`config.mk`:
```
export PLATFORM = sky130hd
export DESIGN_NAME = min_palindrome_partition_top
export DESIGN_NICKNAME = d
export VERILOG_FILES = /design/src/rtl/mpp_pkg.sv /design/src/rtl/mpp_ram.sv /design/src/rtl/mpp_walk.sv /design/src/rtl/min_palindrome_partition_top.sv
export SDC_FILE = /design/constraint.sdc
export NUM_CORES = 2
export LEC_CHECK = 0
export BUFFER_PORTS_ARGS = -buffer_cell sky130_fd_sc_hd__buf_2
export CORE_AREA = 2 2 979 591
export CTS_CLUSTER_DIAMETER = 150
export CTS_CLUSTER_SIZE = 25
export DETAILED_ROUTE_END_ITERATION = 6
export DIE_AREA = 0 0 981 593
export PLACE_DENSITY_LB_ADDON = 0.1
export SYNTH_ARGS = -nofsm -noshare
export SYNTH_HDL_FRONTEND = slang
export SYNTH_MEMORY_MAX_BITS = 65536
export SYNTH_SLANG_ARGS = --single-unit
```
`constraint.sdc`:
```
create_clock -name clock -period 7.4 [get_ports clock]
set_clock_uncertainty 0.1 [all_clocks]
set_input_delay 0.37 -clock clock [delete_from_list [all_inputs] [get_ports clock]]
set_output_delay 0.37 -clock clock [all_outputs]
set_load 0.01 [all_outputs]
```
`src/rtl/mpp_pkg.sv`:
```
// Shared types and constants for the minimum palindrome partition block.
package mpp_pkg;

   localparam int MAX_LEN_DEFAULT = 256;
   localparam int CHAR_W          = 8;
   localparam int PIECES_W        = 9;
   localparam int PIECES_MAX      = 511;

   typedef struct packed {
      logic [CHAR_W-1:0] char_code;
      logic              last_char;
   } mpp_req_type;

   typedef struct packed {
      logic [PIECES_W-1:0] min_pieces;
      logic                too_long;
   } mpp_rsp_type;

   typedef struct packed {
      logic              start;
      logic [CHAR_W-1:0] char_code;
   } mpp_walk_cmd_type;

   typedef struct packed {
      logic busy;
      logic done;
   } mpp_walk_status_type;

endpackage

```
`src/rtl/mpp_ram.sv`:
```
// Simple dual-port synchronous RAM: one write port, one registered read port.
module mpp_ram #(
   parameter int WIDTH = 8,
   parameter int DEPTH = mpp_pkg::MAX_LEN_DEFAULT,
   localparam int AW   = (DEPTH > 1) ? $clog2(DEPTH) : 1
) (
   input  logic             clock,
   input  logic             wr_en,
   input  logic [AW-1:0]    wr_addr,
   input  logic [WIDTH-1:0] wr_data,
   input  logic             rd_en,
   input  logic [AW-1:0]    rd_addr,
   output logic [WIDTH-1:0] rd_data
);

   logic [WIDTH-1:0] mem [DEPTH];
   logic [WIDTH-1:0] rd_data_ff;

   always_ff @(posedge clock) begin
      if (wr_en) begin
         mem[wr_addr] <= wr_data;
      end
   end

   always_ff @(posedge clock) begin
      if (rd_en) begin
         rd_data_ff <= mem[rd_addr];
      end
   end

   assign rd_data = rd_data_ff;

endmodule

```
`src/rtl/mpp_walk.sv`:
```
// Walk engine: rebuilds the palindrome row and the best piece count for one new byte.
module mpp_walk #(
   parameter int MAX_LEN = mpp_pkg::MAX_LEN_DEFAULT,
   localparam int AW     = (MAX_LEN > 1) ? $clog2(MAX_LEN) : 1,
   localparam int CW     = $clog2(MAX_LEN + 1)
) (
   input  logic                         clock,
   input  logic                         reset,
   input  mpp_pkg::mpp_walk_cmd_type    cmd,
   input  logic [AW-1:0]                start_pos,
   output mpp_pkg::mpp_walk_status_type status,
   output logic [CW-1:0]                best
);

   localparam logic [1:0] ST_IDLE  = 2'd0;
   localparam logic [1:0] ST_WALK  = 2'd1;
   localparam logic [1:0] ST_DRAIN = 2'd2;
   localparam logic [1:0] ST_FIN   = 2'd3;

   logic [1:0]                  state_ff, state_in;
   logic [AW-1:0]               j_ff, j_in;
   logic [AW-1:0]               pos_ff, pos_in;
   logic [mpp_pkg::CHAR_W-1:0]  char_ff, char_in;
   logic [CW-1:0]               best_ff, best_in;
   logic                        s2_valid_ff, s2_valid_in;
   logic [AW-1:0]               s2_j_ff, s2_j_in;

   logic                        issue;
   logic [mpp_pkg::CHAR_W-1:0]  cs_rd;
   logic                        pal_rd;
   logic [CW-1:0]               bc_rd;
   logic                        s2_end;
   logic                        inner;
   logic                        mark;
   logic [CW-1:0]               cand;

   assign issue = (state_ff == ST_WALK);

   mpp_ram #(.WIDTH(mpp_pkg::CHAR_W), .DEPTH(MAX_LEN)) u_char_ram (
      .clock   (clock),
      .wr_en   (cmd.start && state_ff == ST_IDLE),
      .wr_addr (start_pos),
      .wr_data (cmd.char_code),
      .rd_en   (issue),
      .rd_addr (j_ff),
      .rd_data (cs_rd)
   );

   // Old mark j+1 is read before mark j+1 is rewritten.
   mpp_ram #(.WIDTH(1), .DEPTH(MAX_LEN)) u_pal_ram (
      .clock   (clock),
      .wr_en   (s2_valid_ff),
      .wr_addr (s2_j_ff),
      .wr_data (mark),
      .rd_en   (issue),
      .rd_addr (AW'({1'b0, j_ff} + (AW+1)'(1))),
      .rd_data (pal_rd)
   );

   mpp_ram #(.WIDTH(CW), .DEPTH(MAX_LEN)) u_best_ram (
      .clock   (clock),
      .wr_en   (state_ff == ST_FIN),
      .wr_addr (pos_ff),
      .wr_data (best_ff),
      .rd_en   (issue),
      .rd_addr (j_ff - AW'(1)),
      .rd_data (bc_rd)
   );

   always_comb begin
      s2_end = (s2_j_ff == pos_ff);
      inner  = (({1'b0, s2_j_ff} + (AW+1)'(2)) >= {1'b0, pos_ff}) || pal_rd;
      mark   = s2_end || ((cs_rd == char_ff) && inner);
      cand   = (s2_j_ff == '0) ? CW'(1) : (bc_rd + CW'(1));
   end

   always_comb begin
      state_in    = state_ff;
      j_in        = j_ff;
      pos_in      = pos_ff;
      char_in     = char_ff;
      best_in     = best_ff;
      s2_valid_in = issue;
      s2_j_in     = j_ff;
      if (s2_valid_ff && mark && (cand < best_ff)) begin
         best_in = cand;
      end
      unique case (state_ff)
         ST_IDLE: begin
            if (cmd.start) begin
               state_in = ST_WALK;
               j_in     = '0;
               pos_in   = start_pos;
               char_in  = cmd.char_code;
               best_in  = CW'({1'b0, start_pos}) + CW'(1);
            end
         end
         ST_WALK: begin
            if (j_ff == pos_ff) begin
               state_in = ST_DRAIN;
            end else begin
               j_in = j_ff + AW'(1);
            end
         end
         ST_DRAIN: state_in = ST_FIN;
         ST_FIN:   state_in = ST_IDLE;
         default:  state_in = ST_IDLE;
      endcase
   end

   always_ff @(posedge clock) begin
      if (reset) begin
         state_ff    <= ST_IDLE;
         s2_valid_ff <= 1'b0;
      end else begin
         state_ff    <= state_in;
         s2_valid_ff <= s2_valid_in;
      end
   end

   always_ff @(posedge clock) begin
      j_ff    <= j_in;
      pos_ff  <= pos_in;
      char_ff <= char_in;
      best_ff <= best_in;
      s2_j_ff <= s2_j_in;
   end

   assign status.busy = (state_ff != ST_IDLE);
   assign status.done = (state_ff == ST_FIN);
   assign best        = best_ff;

endmodule

```
`src/rtl/min_palindrome_partition_top.sv`:
```
// Top level of the minimum palindrome partition block: handshakes, length tracking, result word.
//
//   channel  ports                        direction  word
//   request  req_valid req_stall req_data in         mpp_req_type (char_code, last_char)
//   response rsp_valid rsp_stall rsp_data out        mpp_rsp_type (min_pieces, too_long)
//
// A byte at position p (0-based) is not accepted until the walk for it has finished; the walk
// visits one entry of the char, mark and count memories per cycle.
// A final byte passes through the emit state, which loads the response word; a dropped byte
// starts no walk, and a dropped final byte also passes through the emit state.
// Reset clears control state only; memory entries are written before their data is used.
// The response register holds while rsp_stall is high; a final byte waits for it to drain.
module min_palindrome_partition_top #(
   parameter int MAX_LEN = mpp_pkg::MAX_LEN_DEFAULT,
   localparam int AW     = (MAX_LEN > 1) ? $clog2(MAX_LEN) : 1,
   localparam int CW     = $clog2(MAX_LEN + 1)
) (
   input  logic                 clock,
   input  logic                 reset,
   input  logic                 req_valid,
   output logic                 req_stall,
   input  mpp_pkg::mpp_req_type req_data,
   output logic                 rsp_valid,
   input  logic                 rsp_stall,
   output mpp_pkg::mpp_rsp_type rsp_data
);

   localparam logic [1:0] ST_IDLE = 2'd0;
   localparam logic [1:0] ST_RUN  = 2'd1;
   localparam logic [1:0] ST_EMIT = 2'd2;

   localparam int XW = (CW > mpp_pkg::PIECES_W) ? CW : mpp_pkg::PIECES_W;

   logic [1:0]           state_ff, state_in;
   logic [CW-1:0]        len_ff, len_in;
   logic                 ovf_ff, ovf_in;
   logic                 last_ff, last_in;
   logic                 rsp_valid_ff, rsp_valid_in;
   mpp_pkg::mpp_rsp_type rsp_data_ff, rsp_data_in;

   logic                         accept;
   logic                         take;
   mpp_pkg::mpp_walk_cmd_type    cmd;
   mpp_pkg::mpp_walk_status_type walk_status;
   logic [CW-1:0]                best;
   logic [XW-1:0]                best_wide;
   logic [mpp_pkg::PIECES_W-1:0] pieces;

   assign req_stall = (state_ff != ST_IDLE);
   assign accept    = req_valid && !req_stall;
   assign take      = (len_ff < CW'(MAX_LEN));

   assign cmd.start     = accept && take;
   assign cmd.char_code = req_data.char_code;

   mpp_walk #(.MAX_LEN(MAX_LEN)) u_walk (
      .clock     (clock),
      .reset     (reset),
      .cmd       (cmd),
      .start_pos (AW'(len_ff)),
      .status    (walk_status),
      .best      (best)
   );

   // Saturate the count to the response field.
   always_comb begin
      best_wide = XW'(best);
      if (best_wide > XW'(mpp_pkg::PIECES_MAX)) begin
         pieces = mpp_pkg::PIECES_W'(mpp_pkg::PIECES_MAX);
      end else begin
         pieces = best_wide[mpp_pkg::PIECES_W-1:0];
      end
   end

   always_comb begin
      state_in     = state_ff;
      len_in       = len_ff;
      ovf_in       = ovf_ff;
      last_in      = last_ff;
      rsp_valid_in = rsp_valid_ff && rsp_stall;
      rsp_data_in  = rsp_data_ff;
      unique case (state_ff)
         ST_IDLE: begin
            if (accept) begin
               last_in = req_data.last_char;
               if (take) begin
                  state_in = ST_RUN;
               end else begin
                  // Drop the byte and flag the string.
                  ovf_in = 1'b1;
                  if (req_data.last_char) begin
                     state_in = ST_EMIT;
                  end
               end
            end
         end
         ST_RUN: begin
            if (walk_status.done) begin
               len_in   = len_ff + CW'(1);
               state_in = last_ff ? ST_EMIT : ST_IDLE;
            end
         end
         ST_EMIT: begin
            if (!rsp_valid_ff || !rsp_stall) begin
               rsp_valid_in           = 1'b1;
               rsp_data_in.too_long   = ovf_ff;
               rsp_data_in.min_pieces = ovf_ff ? '0 : pieces;
               len_in                 = '0;
               ovf_in                 = 1'b0;
               state_in               = ST_IDLE;
            end
         end
         default: state_in = ST_IDLE;
      endcase
   end

   always_ff @(posedge clock) begin
      if (reset) begin
         state_ff     <= ST_IDLE;
         len_ff       <= '0;
         ovf_ff       <= 1'b0;
         rsp_valid_ff <= 1'b0;
      end else begin
         state_ff     <= state_in;
         len_ff       <= len_in;
         ovf_ff       <= ovf_in;
         rsp_valid_ff <= rsp_valid_in;
      end
   end

   always_ff @(posedge clock) begin
      last_ff     <= last_in;
      rsp_data_ff <= rsp_data_in;
   end

   assign rsp_valid = rsp_valid_ff;
   assign rsp_data  = rsp_data_ff;

endmodule

```
==> metrics.yaml <==
dp_cells: 15600
fin_crit_ns: 5.54
worstPathArrival_ns: 6.08
drt-initial-drc-count: 11300
dp_hpwl_mm: 331
clock_insertion_delay_worst_skew_ns: 0.96
synth.distinct_cells: 55
fin_cells: 15800
finalHoldViolCount: 0
synth_edf_count: 4661
grt_max_degree: 166
crit_chain: "inv_1 -> ha_4 -> buf_12 -> mux4_2 -> mux4_2 -> a22oi_1 -> nand2_1 -> a22oi_1 -> o221ai_1"
cts_buffers: 210
avgSynthCellArea_sq_um: 22.5
netlist_instances: 8121
setup_tns_ns: 0
clockBufferDepth: 4
row_count: 216
hold_path_class: "input port to flop"
io_buffers: 24
rsz0062_at_grt: "no"
fin_crit_sh_pct: 74.9
p_leak_nw: 58.6
worst_pin_slew_ns: 1.42
fmax_mhz: 180
cts.sinks: 4694
required_ns: 7.94
coreArea_sq_mm: 0.574
crit_path_start_kind: "flop"
totalWireLength_mm: 538
htree_levels: 4
num_io_pins: 25
clk_pin_slew_ns: 0.11
critPathKind: "flop to flop"
outcome: "finished, final reports clean"
dr.pass1.iters: 5
fin_nets: 8207
path_delay_family: "compound AO/OA/AOI/OAI gates"
syn_nets: 8162
grt_use_total_pct: 18.0
synth_area_sq_mm: 0.183
viasPerCell: 5.39
area_growth_pct: 8.77
drv_cap: 0
grt_pass1_wl_mm: 733
drc_errors: 0
synth_seq_cells: 4694
grt-ovfl-total: 0
slew_headroom_pct: 4.90
yosysWarnings: 0
max_stage_delay_ns: 1.01
drive_gt1_share_pct: 24.7
fp.dieW_microns: 981
critPathSlowestCell: "a22oi_1"
cts-root-buf: "clkbuf_16"
cts_resized: 0
ir_worst_vdd_uv: 666
cts_tree: "done"
ys.flop_type: "edfxtp_1"
dieHeight_microns: 593
end_kind: "flop"
async_flop_share_pct: 0
path_max_fanout: 79
initial_core_util_pct: 31.8
powerDensity_mw_per_mm2: 359
maxSlewViolCount: 0
fillerInstances: 52800
die-area_sq_mm: 0.582
grt_antenna_before_repair: 91
wire_per_inst_microns: 34.0
yosysSeqAreaShare_pct: 77.0
via_count: 85300
setup-violations-final: 0
routabilityCongestion: 0.773
grt_pass1_vias: 84500
critPathBufInv: 2
antenna_left: 0
whs_ns: 0.290
==> timing repair <==
action,CTS,global route
endpoints found under the hold margin,746,0
hold buffers,12,0
buffers inserted,0,0
==> per-layer routing <==
metal | vias to the layer above | part of all wire [%] | global-route usage [%]
li1 | 33800 | - | -
met1 | 48100 | 50 | 29.9
met2 | 2927 | 41 | 25.0
met3 | 389 | 7.6 | 3.41
met4 | 2 | 1.2 | 2.20
met5 | - | 0.0024 | 0
==> cell usage after synthesis, drive strengths merged (27+ instances only) <==
master  instances  area, sq um
o21ai          29          153
nor2          841         3160
a21oi          35          175
dfxtp          33          661
a22o           29          254
mux4         1427        32100
a221oi         30          263
xnor2          30          263
nand2         130          488
mux2i          28          280
nor2b          27          169
buf           188         1080
ha             28          350
clkbuf        293         1100
inv            29          109
edfxtp       4661       140000
nand3          40          200
a22oi          85          638
==> kinds of logic after synthesis <==
kind of cell | after synthesis | synth area share [%]
xor+xnor | 56 | 0.269
compound gates | 257 | 1.05
simple gates | 1120 | 2.48
fa+ha+maj | 28 | 0.192
flops | 4694 | 77.0
mux | 1456 | 17.8
buf+inv | 510 | 1.26
==> final timing paths <==
path	start	endpoint	slack, ns	cells after the start
hold reg to reg	rsp_valid	state_ff[1]	0.45	2
hold / removal	rsp_stall	state_ff[1]	0.29	4
setup reg to reg	u_walk.j_ff[0]	u_walk.u_best_ram.rd_data[3]	1.86	9
setup / recovery	u_walk.j_ff[0]	u_walk.u_best_ram.rd_data[3]	1.86	9
==> cell type report <==
type	count	area (sq um)	area share, %
Antenna cell	13	32.5	0.0164
Clock buffer	233	5430	2.73
Clock inverter	7	110	0.0554
Inverter	29	114	0.0573
Multi-Input combinational cell	2917	40000	20.1
Sequential cell	4694	141000	70.8
Tap cell	7630	9550	4.81
Timing Repair Buffer	314	2790	1.41
==> report_power, final <==
part           switching [mW]  total, mW  internal (mW)
clock network            8.27       13.5           5.25
logic                    16.6       28.0           11.3
registers               0.319       29.9           29.5
total                    25.2       71.3           46.1
==> sequential cells by signal, summed over array words and instances, names as in the netlist, 2 cells and up <==
name and flops:
u_walk.char_ff 8, u_walk.state_ff 2, u_walk.u_best_ram.rd_data 9, u_walk.u_char_ram.mem 2048, rsp_data 10, u_walk.j_ff 8, u_walk.s2_j_ff 8, u_walk.u_best_ram.mem 2304
u_walk.u_char_ram.rd_data 8, state_ff 2, len_ff 9, u_walk.u_pal_ram.mem 256, u_walk.pos_ff 8, u_walk.best 9
==> worst reg2reg max path: stages (launching register included) <==
cell      delay (ns)
edfxtp_1        0.44
inv_1           0.11
ha_4            0.79
buf_12          0.61
mux4_2          0.55
mux4_2          0.53
a22oi_1         0.64
nand2_1         0.14
a22oi_1         1.01
o221ai_1        0.30
==> metrics by stage <==
stage	power (mW)	setup slack, ns	area (sq um)	util (%)
after floorplan	47.1	1.64	183000	-
after global routing	73.9	1.82	199000	34.6
final	71.3	1.86	199000	34.6
after detailed placement	58.6	2.08	193000	33.6
after CTS	72.1	2.12	199000	34.6
after global placement	58.7	1.26	193000	33.6
==> layout by cell type (no fill, tap or decap), types with 16 or more instances in the layout <==
cell type  netlist  routed
a21oi_1         35      33
a221oi_1        30      30
a22o_1          29      29
a22oi_1         85      85
buf_12           0      30
buf_2          123      16
buf_4           18     246
clkbuf_1       293      19
clkbuf_16        0     214
dfxtp_1         33      24
edfxtp_1      4661    4661
ha_1            28      26
inv_1           29      28
mux2i_1         28      28
mux4_2        1424    1424
nand2_1        130     102
nand2_2          0      21
nand3_1         40      35
nor2_1         841     835
nor2b_1         27      25
nor3_1          21      20
o21ai_0         18      18
o221ai_1        17      17
xnor2_1         30      27
xor2_1          26      25
Power figures use the tool's default switching activity.
